File: src/design/rsfc_pkg.sv
package rsfc_pkg;

	localparam logic [15:0] CRC_POLY = 16'h1021;

	typedef enum logic [2:0] {
		CFG_HOST_ADDRESS     = 3'd0,
		CFG_ACK_CODE         = 3'd1,
		CFG_EXPECTED_SOURCE  = 3'd2,
		CFG_ALTERNATE_SOURCE = 3'd3,
		CFG_MAX_PAYLOAD      = 3'd4
	} rsfc_cfg_idx_t;

	typedef enum logic [2:0] {
		ERR_NONE   = 3'd0,
		ERR_DEST   = 3'd1,
		ERR_LONG   = 3'd2,
		ERR_SOURCE = 3'd3,
		ERR_ACK    = 3'd4,
		ERR_CRC    = 3'd5
	} rsfc_err_t;

	typedef struct packed {
		logic [7:0] host_address;
		logic [7:0] ack_code;
		logic [7:0] expected_source;
		logic [7:0] alternate_source;
		logic [7:0] max_payload;
	} rsfc_cfg_t;

	typedef struct packed {
		logic [7:0]  dest;
		logic [7:0]  length;
		logic [7:0]  source;
		logic [7:0]  code;
		logic [31:0] payload;
		logic        crc_ok;
	} rsfc_rec_t;

	function automatic logic [15:0] crc16_byte(input logic [15:0] crc_in, input logic [7:0] b);
		logic [15:0] c;
		c = crc_in ^ {b, 8'h00};
		for (int i = 0; i < 8; i++) begin
			c = c[15] ? ({c[14:0], 1'b0} ^ CRC_POLY) : {c[14:0], 1'b0};
		end
		return c;
	endfunction

endpackage

File: src/design/rsfc_front.sv
module rsfc_front (
	input  logic              clk,
	input  logic              arst_n,
	input  logic              in_accept,
	input  logic [7:0]        data_byte,
	input  logic              frame_start,
	output logic              rec_push,
	output rsfc_pkg::rsfc_rec_t rec
);
	import rsfc_pkg::*;

	logic [8:0]  pos_q;
	logic [15:0] crc_q;
	logic [7:0]  dest_q;
	logic [7:0]  len_q;
	logic [7:0]  src_q;
	logic [7:0]  code_q;
	logic [31:0] payload_q;
	logic [7:0]  crc_lo_q;

	logic [8:0]  pos_eff;
	logic [7:0]  len_eff;
	logic [15:0] crc_eff;
	logic [31:0] payload_eff;
	logic [8:0]  len_plus4;
	logic        active;
	logic        in_body;
	logic        is_crc_lo;
	logic        is_last;

	always_comb begin
		pos_eff     = frame_start ? 9'd0 : pos_q;
		len_eff     = frame_start ? 8'd0 : len_q;
		crc_eff     = frame_start ? 16'd0 : crc_q;
		payload_eff = frame_start ? 32'd0 : payload_q;
		active      = frame_start || (pos_q != 9'd0);
		len_plus4   = {1'b0, len_eff} + 9'd4;
		in_body     = (pos_eff < len_plus4) || (pos_eff < 9'd4);
		is_crc_lo   = !in_body && (pos_eff == len_plus4);
		is_last     = !in_body && !is_crc_lo;
	end

	always_ff @(posedge clk or negedge arst_n) begin
		if (!arst_n) begin
			pos_q <= 9'd0;
		end else if (in_accept && active) begin
			if (is_last) begin
				pos_q <= 9'd0;
			end else begin
				pos_q <= pos_eff + 9'd1;
			end
		end
	end

	always_ff @(posedge clk) begin
		if (in_accept && active) begin
			if (frame_start) begin
				len_q     <= 8'd0;
				payload_q <= 32'd0;
			end
			if (in_body) begin
				crc_q <= crc16_byte(crc_eff, data_byte);
				if (pos_eff == 9'd0) begin
					dest_q <= data_byte;
				end else if (pos_eff == 9'd1) begin
					len_q <= data_byte;
				end else if (pos_eff == 9'd2) begin
					src_q <= data_byte;
				end else if (pos_eff == 9'd3) begin
					code_q <= data_byte;
				end else if (pos_eff[8:2] == 7'd1) begin
					case (pos_eff[1:0])
						2'd0: payload_q <= {payload_eff[31:8], data_byte};
						2'd1: payload_q <= {payload_eff[31:16], data_byte, payload_eff[7:0]};
						2'd2: payload_q <= {payload_eff[31:24], data_byte, payload_eff[15:0]};
						default: payload_q <= {data_byte, payload_eff[23:0]};
					endcase
				end
			end else if (is_crc_lo) begin
				crc_lo_q <= data_byte;
			end
		end
	end

	always_comb begin
		rec_push    = in_accept && active && is_last;
		rec.dest    = dest_q;
		rec.length  = len_q;
		rec.source  = src_q;
		rec.code    = code_q;
		rec.payload = payload_q;
		rec.crc_ok  = ({data_byte, crc_lo_q} == crc_q);
	end

endmodule

File: src/design/rsfc_queue.sv
module rsfc_queue #(
	parameter int DEPTH = 2
) (
	input  logic                clk,
	input  logic                arst_n,
	input  logic                wr_en,
	input  rsfc_pkg::rsfc_rec_t wr_rec,
	output logic                q_full,
	input  logic                rd_en,
	output rsfc_pkg::rsfc_rec_t rd_rec,
	output logic                q_empty
);
	import rsfc_pkg::*;

	localparam int PW = (DEPTH > 1) ? $clog2(DEPTH) : 1;
	localparam int CW = $clog2(DEPTH + 1);

	rsfc_rec_t       mem_q [DEPTH];
	logic [PW-1:0]   wr_ptr_q;
	logic [PW-1:0]   rd_ptr_q;
	logic [CW-1:0]   count_q;
	logic            do_wr;
	logic            do_rd;

	assign q_full  = (count_q == CW'(DEPTH));
	assign q_empty = (count_q == '0);
	assign do_wr   = wr_en && !q_full;
	assign do_rd   = rd_en && !q_empty;
	assign rd_rec  = mem_q[rd_ptr_q];

	always_ff @(posedge clk) begin
		if (do_wr) begin
			mem_q[wr_ptr_q] <= wr_rec;
		end
	end

	always_ff @(posedge clk or negedge arst_n) begin
		if (!arst_n) begin
			wr_ptr_q <= '0;
			rd_ptr_q <= '0;
			count_q  <= '0;
		end else begin
			if (do_wr) begin
				wr_ptr_q <= (wr_ptr_q == PW'(DEPTH - 1)) ? '0 : wr_ptr_q + PW'(1);
			end
			if (do_rd) begin
				rd_ptr_q <= (rd_ptr_q == PW'(DEPTH - 1)) ? '0 : rd_ptr_q + PW'(1);
			end
			if (do_wr && !do_rd) begin
				count_q <= count_q + CW'(1);
			end else if (do_rd && !do_wr) begin
				count_q <= count_q - CW'(1);
			end
		end
	end

	a_count_bound: assert property (@(posedge clk) disable iff (!arst_n)
		count_q <= CW'(DEPTH))
		else $error("queue count exceeds depth");

	a_no_drop: assert property (@(posedge clk) disable iff (!arst_n)
		wr_en |-> !q_full)
		else $error("item pushed into full queue");

	a_count_track: assert property (@(posedge clk) disable iff (!arst_n)
		(do_wr && !do_rd) |=> (count_q == $past(count_q) + CW'(1)))
		else $error("queue count did not follow a write");

endmodule

File: src/design/rsfc_back.sv
module rsfc_back (
	input  logic                clk,
	input  logic                arst_n,
	input  rsfc_pkg::rsfc_cfg_t cfg,
	input  logic                q_empty,
	input  rsfc_pkg::rsfc_rec_t q_rec,
	output logic                q_pop,
	input  logic                pop,
	output logic                empty,
	output logic                frame_ok,
	output logic [2:0]          error_code,
	output logic [7:0]          source_address,
	output logic [7:0]          payload_length,
	output logic [31:0]         payload_head
);
	import rsfc_pkg::*;

	logic      out_valid_q;
	rsfc_err_t err;

	always_comb begin
		if (q_rec.dest != cfg.host_address) begin
			err = ERR_DEST;
		end else if (q_rec.length > cfg.max_payload) begin
			err = ERR_LONG;
		end else if (q_rec.source != cfg.expected_source
				&& q_rec.source != cfg.alternate_source) begin
			err = ERR_SOURCE;
		end else if (q_rec.code != cfg.ack_code) begin
			err = ERR_ACK;
		end else if (!q_rec.crc_ok) begin
			err = ERR_CRC;
		end else begin
			err = ERR_NONE;
		end
	end

	assign q_pop = !q_empty && (!out_valid_q || pop);
	assign empty = !out_valid_q;

	always_ff @(posedge clk or negedge arst_n) begin
		if (!arst_n) begin
			out_valid_q <= 1'b0;
		end else if (q_pop) begin
			out_valid_q <= 1'b1;
		end else if (pop) begin
			out_valid_q <= 1'b0;
		end
	end

	always_ff @(posedge clk) begin
		if (q_pop) begin
			frame_ok       <= (err == ERR_NONE);
			error_code     <= err;
			source_address <= q_rec.source;
			payload_length <= q_rec.length;
			payload_head   <= q_rec.payload;
		end
	end

endmodule

File: src/design/rs485_response_frame_checker_unit.sv
// Checks RS-485 response frames one received byte per clock: destination, length, source,
// code, payload and a CRC-16/XMODEM sent low byte first. A new byte is taken every cycle
// while full is low; full rises when the result queue (QUEUE_DEPTH entries) is full, and for
// a depth above one the output register then holds a result too. The verdict of a frame
// appears on the result ports at the clock edge after the one that takes its last CRC byte,
// when the output register is free, as one item with frame_ok, the first failing check in
// error_code, and the source, length and first four payload bytes.
// Configuration writes are taken every cycle (cfg_ready is always high).
module rs485_response_frame_checker_unit #(
	parameter int QUEUE_DEPTH = 2
) (
	input  logic        clk,
	input  logic        arst_n,
	input  logic        push,
	output logic        full,
	input  logic [7:0]  data_byte,
	input  logic        frame_start,
	output logic        empty,
	input  logic        pop,
	output logic        frame_ok,
	output logic [2:0]  error_code,
	output logic [7:0]  source_address,
	output logic [7:0]  payload_length,
	output logic [31:0] payload_head,
	input  logic        cfg_valid,
	output logic        cfg_ready,
	input  logic [2:0]  cfg_index,
	input  logic [7:0]  cfg_data
);
	import rsfc_pkg::*;

	rsfc_cfg_t cfg_q;
	rsfc_rec_t front_rec;
	rsfc_rec_t head_rec;
	logic      in_accept;
	logic      rec_push;
	logic      q_empty;
	logic      q_pop;

	assign cfg_ready = 1'b1;
	assign in_accept = push && !full;

	always_ff @(posedge clk or negedge arst_n) begin
		if (!arst_n) begin
			cfg_q.host_address     <= 8'd0;
			cfg_q.ack_code         <= 8'd0;
			cfg_q.expected_source  <= 8'd0;
			cfg_q.alternate_source <= 8'd255;
			cfg_q.max_payload      <= 8'd10;
		end else if (cfg_valid && cfg_ready) begin
			unique case (cfg_index)
				CFG_HOST_ADDRESS:     cfg_q.host_address     <= cfg_data;
				CFG_ACK_CODE:         cfg_q.ack_code         <= cfg_data;
				CFG_EXPECTED_SOURCE:  cfg_q.expected_source  <= cfg_data;
				CFG_ALTERNATE_SOURCE: cfg_q.alternate_source <= cfg_data;
				CFG_MAX_PAYLOAD:      cfg_q.max_payload      <= cfg_data;
				default: ;
			endcase
		end
	end

	rsfc_front u_front (
		.clk         (clk),
		.arst_n      (arst_n),
		.in_accept   (in_accept),
		.data_byte   (data_byte),
		.frame_start (frame_start),
		.rec_push    (rec_push),
		.rec         (front_rec)
	);

	rsfc_queue #(
		.DEPTH (QUEUE_DEPTH)
	) u_queue (
		.clk     (clk),
		.arst_n  (arst_n),
		.wr_en   (rec_push),
		.wr_rec  (front_rec),
		.q_full  (full),
		.rd_en   (q_pop),
		.rd_rec  (head_rec),
		.q_empty (q_empty)
	);

	rsfc_back u_back (
		.clk            (clk),
		.arst_n         (arst_n),
		.cfg            (cfg_q),
		.q_empty        (q_empty),
		.q_rec          (head_rec),
		.q_pop          (q_pop),
		.pop            (pop),
		.empty          (empty),
		.frame_ok       (frame_ok),
		.error_code     (error_code),
		.source_address (source_address),
		.payload_length (payload_length),
		.payload_head   (payload_head)
	);

endmodule

File: config.mk
export PLATFORM = sky130hd
export DESIGN_NAME = rs485_response_frame_checker_unit
export DESIGN_NICKNAME = d
export VERILOG_FILES = /design/src/design/rsfc_pkg.sv /design/src/design/rsfc_front.sv /design/src/design/rsfc_queue.sv /design/src/design/rsfc_back.sv /design/src/design/rs485_response_frame_checker_unit.sv
export SDC_FILE = /design/constraint.sdc
export NUM_CORES = 1
export LEC_CHECK = 0
export BUFFER_PORTS_ARGS = -buffer_cell sky130_fd_sc_hd__buf_2
export CORE_UTILIZATION = 65
export CTS_BUF_LIST = sky130_fd_sc_hd__clkbuf_8
export DETAILED_ROUTE_END_ITERATION = 10
export PLACE_DENSITY = 0.84
export SYNTH_ARGS = -nofsm -noshare
export SYNTH_HDL_FRONTEND = slang
export SYNTH_SLANG_ARGS = --single-unit
File: constraint.sdc
create_clock -name clk -period 11.8 [get_ports clk]
set_input_delay 2.36 -clock clk [delete_from_list [all_inputs] [get_ports clk]]
set_output_delay 2.36 -clock clk [all_outputs]
set_load 0.02 [all_outputs]
==> results_dict.tcl <==
set metrics [dict create \
    status "finished clean" \
    grt_max_degree 66 \
    antenna_cells 0 \
    fin_crit_ps 5510 \
    synth_warnings 0 \
    finalSetupViolCount 0 \
    powerDensity_nw_per_um2 216 \
    synth_cells 836 \
    utilization_pct 74.1 \
    num_rows 52 \
    layout_common_cells "edfxtp_1 (270), buf_2 (78), xnor2_1 (77)" \
    cts_resized 0 \
    cts_sinks 324 \
    synth-seq-area-share_pct 70.6 \
    r2r_start "u_front.len_q[2]" \
    fp.dieArea_um2 21200 \
    rsz0062_at_grt "no" \
    cts_buffers 49 \
    p_leak_nw 5.56 \
    synth_xor_area_share_pct 6.00 \
    p_clk_share_pct 25.8 \
    worst_pin_slew_ps 1110 \
    seq_power_share_pct 51.1 \
    numPortBuffers 78 \
    cts-root-buf "clkbuf_8" \
    ioPinCount 80 \
    finalSetupTns_ps 0 \
    regToRegSetupSlack_ps 7540 \
    ys_ff_latch 324 \
    yosysUniqueCellTypes 55 \
    hpwl_um 16600 \
    synth_edf_count 270 \
    clk_latency_ps 570 \
    coreArea_um2 20200 \
    synth_area_um2 13400 \
    hp-start "u_front.code_q[4]" \
    synth_top_family_by_area "multiplexers" \
    cts_hold_buf 0 \
    path_class "primary input to flip-flop" \
    floorplan.initialDensity_pct 66.3 \
    maxCapViolCount 0 \
    internal-power_mw 2.26 \
    endpoint_kind "flip-flop" \
    avgSynthCellArea_um2 16.1 \
    grt_first_pass_wirelength_um 40200 \
    cts_setup_buffers 0 \
    relSlewSlack_pct 25.8 \
    grt_pass1_vias 7296 \
    drc 0 \
    detail-route-antenna-nets 0 \
    clockBufferDepth 3 \
    grt-ovfl-total 0 \
    dr.first_iter.drc_count 622 \
    comb_power_share_pct 23.1 \
    syn_nets 882 \
    wl_per_cell_um 20.4 \
    cts_tree "done" \
    grtUsageTotal_pct 24.9 \
    seq_area_um2 9470 \
    cts.htree.levels 2 \
    antenna_found_initial 0 \
    min_period_over_period_pct 46.7 \
    drive_above_1_share_pct 26.0 \
    synthAdderAreaFrac_pct 1.96 \
    synth_compound_area_share_pct 5.00 \
    nets 989 \
    worstSetupStartpoint "frame_start" \
    num_vias 7323 \
    dieHeight_um 146 \
    required_ps 11970 \
    synth_ff_type "edfxtp_1" \
    synthMuxAreaShare_pct 8.07 \
    multi_input_area_um2 3700 \
    gp_congestion 0.861 \
    fmax_mhz 181 \
    clk_pin_slew_ps 60 \
    arrival_ps 5680 \
    synthArstFlopShare_pct 16.7 \
    p_sw_mw 0.989 \
    die_x_um 146 \
    yosys.area_share.simple_pct 6.44 \
    start_kind "primary input" \
    slew_violations 0 \
    wl_um 25600 \
    swShare_pct 30.5 \
    fin_skew_ps 27.5 \
    irDropWorstVdd_v 0.000191 \
    drt_pre_antenna_iters 6 \
    viasPerCell 5.84 \
    fill_cells 1212 \
    syn2layout_area_growth_pct 11.7 \
    final_common_cell "edfxtp_1" \
    hold_viol 0 \
    hp-class "flip-flop to flip-flop" \
    path_max_fanout 65 \
]
[cell families after synthesis]
logic type	Yosys count
adder cells (fa/ha/maj)	21
multiplexers	99
AND/OR/NAND/NOR	153
buffers and inverters	61
flip-flops	324
AO/OA/AOI/OAI	85
other	1
XOR/XNOR	92
[routing by layer]
layer  share of wire [%]  GRT usage (%)
met2                  49           39.4
met3                 6.8           4.39
met5                   0              0
met4                 2.2           8.37
met1                  42           35.4
[power groups by stage]
stage	Sequential, mW	Combinational, mW	Clock [mW]
global route	1.68	0.811	0.906
detailed placement	1.68	0.749	0
finish	1.66	0.749	0.839
floorplan	1.70	0.497	0
global placement	1.67	0.725	0
CTS	1.66	0.754	0.856
[area by class of cell]
cell class	instances	area share, %
multi-input cells	451	24.7
flip-flops and latches	324	63.2
repair buffers	87	3.05
clock inverters	37	1.06
inverters	30	0.751
clock buffers	55	5.05
well taps	270	2.25
[worst max-delay path, stage by stage]
cell	delay, ps
buf_2	620
nor2b_1	200
ha_1	350
nand2_1	70
nor4_1	340
a21o_1	240
and2_1	230
and4_1	340
nor2b_4	180
buf_4	660
[synth_stat cells (all sizes together), types with 13 or more instances]
master / instances / area (um2)
nand2: 36 / 135
o21ai: 20 / 100
nor2: 20 / 77.6
ha: 21 / 263
nor2b: 24 / 150
inv: 30 / 113
xor2: 15 / 131
mux2i: 25 / 250
nand2b: 17 / 106
a32o: 20 / 200
mux2: 74 / 833
a22o: 13 / 114
clkbuf: 15 / 56.3
edfxtp: 270 / 8110
buf: 16 / 88.8
dfrtp: 44 / 1100
xnor2: 77 / 674
[worst paths after layout]
path | end | cells after the start
max in group asynchronous | u_queue.rd_ptr_q | 2
setup / recovery | u_queue.mem_q[0][38] | 10
setup reg to reg | u_queue.mem_q[0][38] | 12
min in group asynchronous | cfg_q[20] | 2
hold / removal | u_queue.mem_q[0][37] | 0
hold reg to reg | u_queue.mem_q[0][37] | 0
[metrics by stage]
stage	cells	setup WS, ps	hold slack [ps]	instance area [um2]	power (mW)
after floorplan	836	3780	421	13400	2.19
after CTS	1254	6320	414	15000	3.27
after global placement	1162	5800	422	14100	2.39
after global routing	1254	6040	422	15000	3.40
final	1254	6290	422	15000	3.25
after detailed placement	1162	5730	430	14100	2.43
[registers in the layout (all words and copies together) (netlist names)]
name,flops
cfg_q,40
u_queue.mem_q,130
u_front.crc_lo_q,8
u_back.frame_ok,1
u_back.source_address,8
u_front.src_q,8
u_front.len_q,8
u_queue.wr_ptr_q,1
u_front.pos_q,9
u_back.out_valid_q,1
u_back.payload_head,32
u_back.payload_length,8
u_front.dest_q,8
u_front.crc_q,16
u_queue.count_q,2
u_front.payload_q,32
u_front.code_q,8
u_queue.rd_ptr_q,1
u_back.error_code,3
Power figures use the tool's default switching activity.
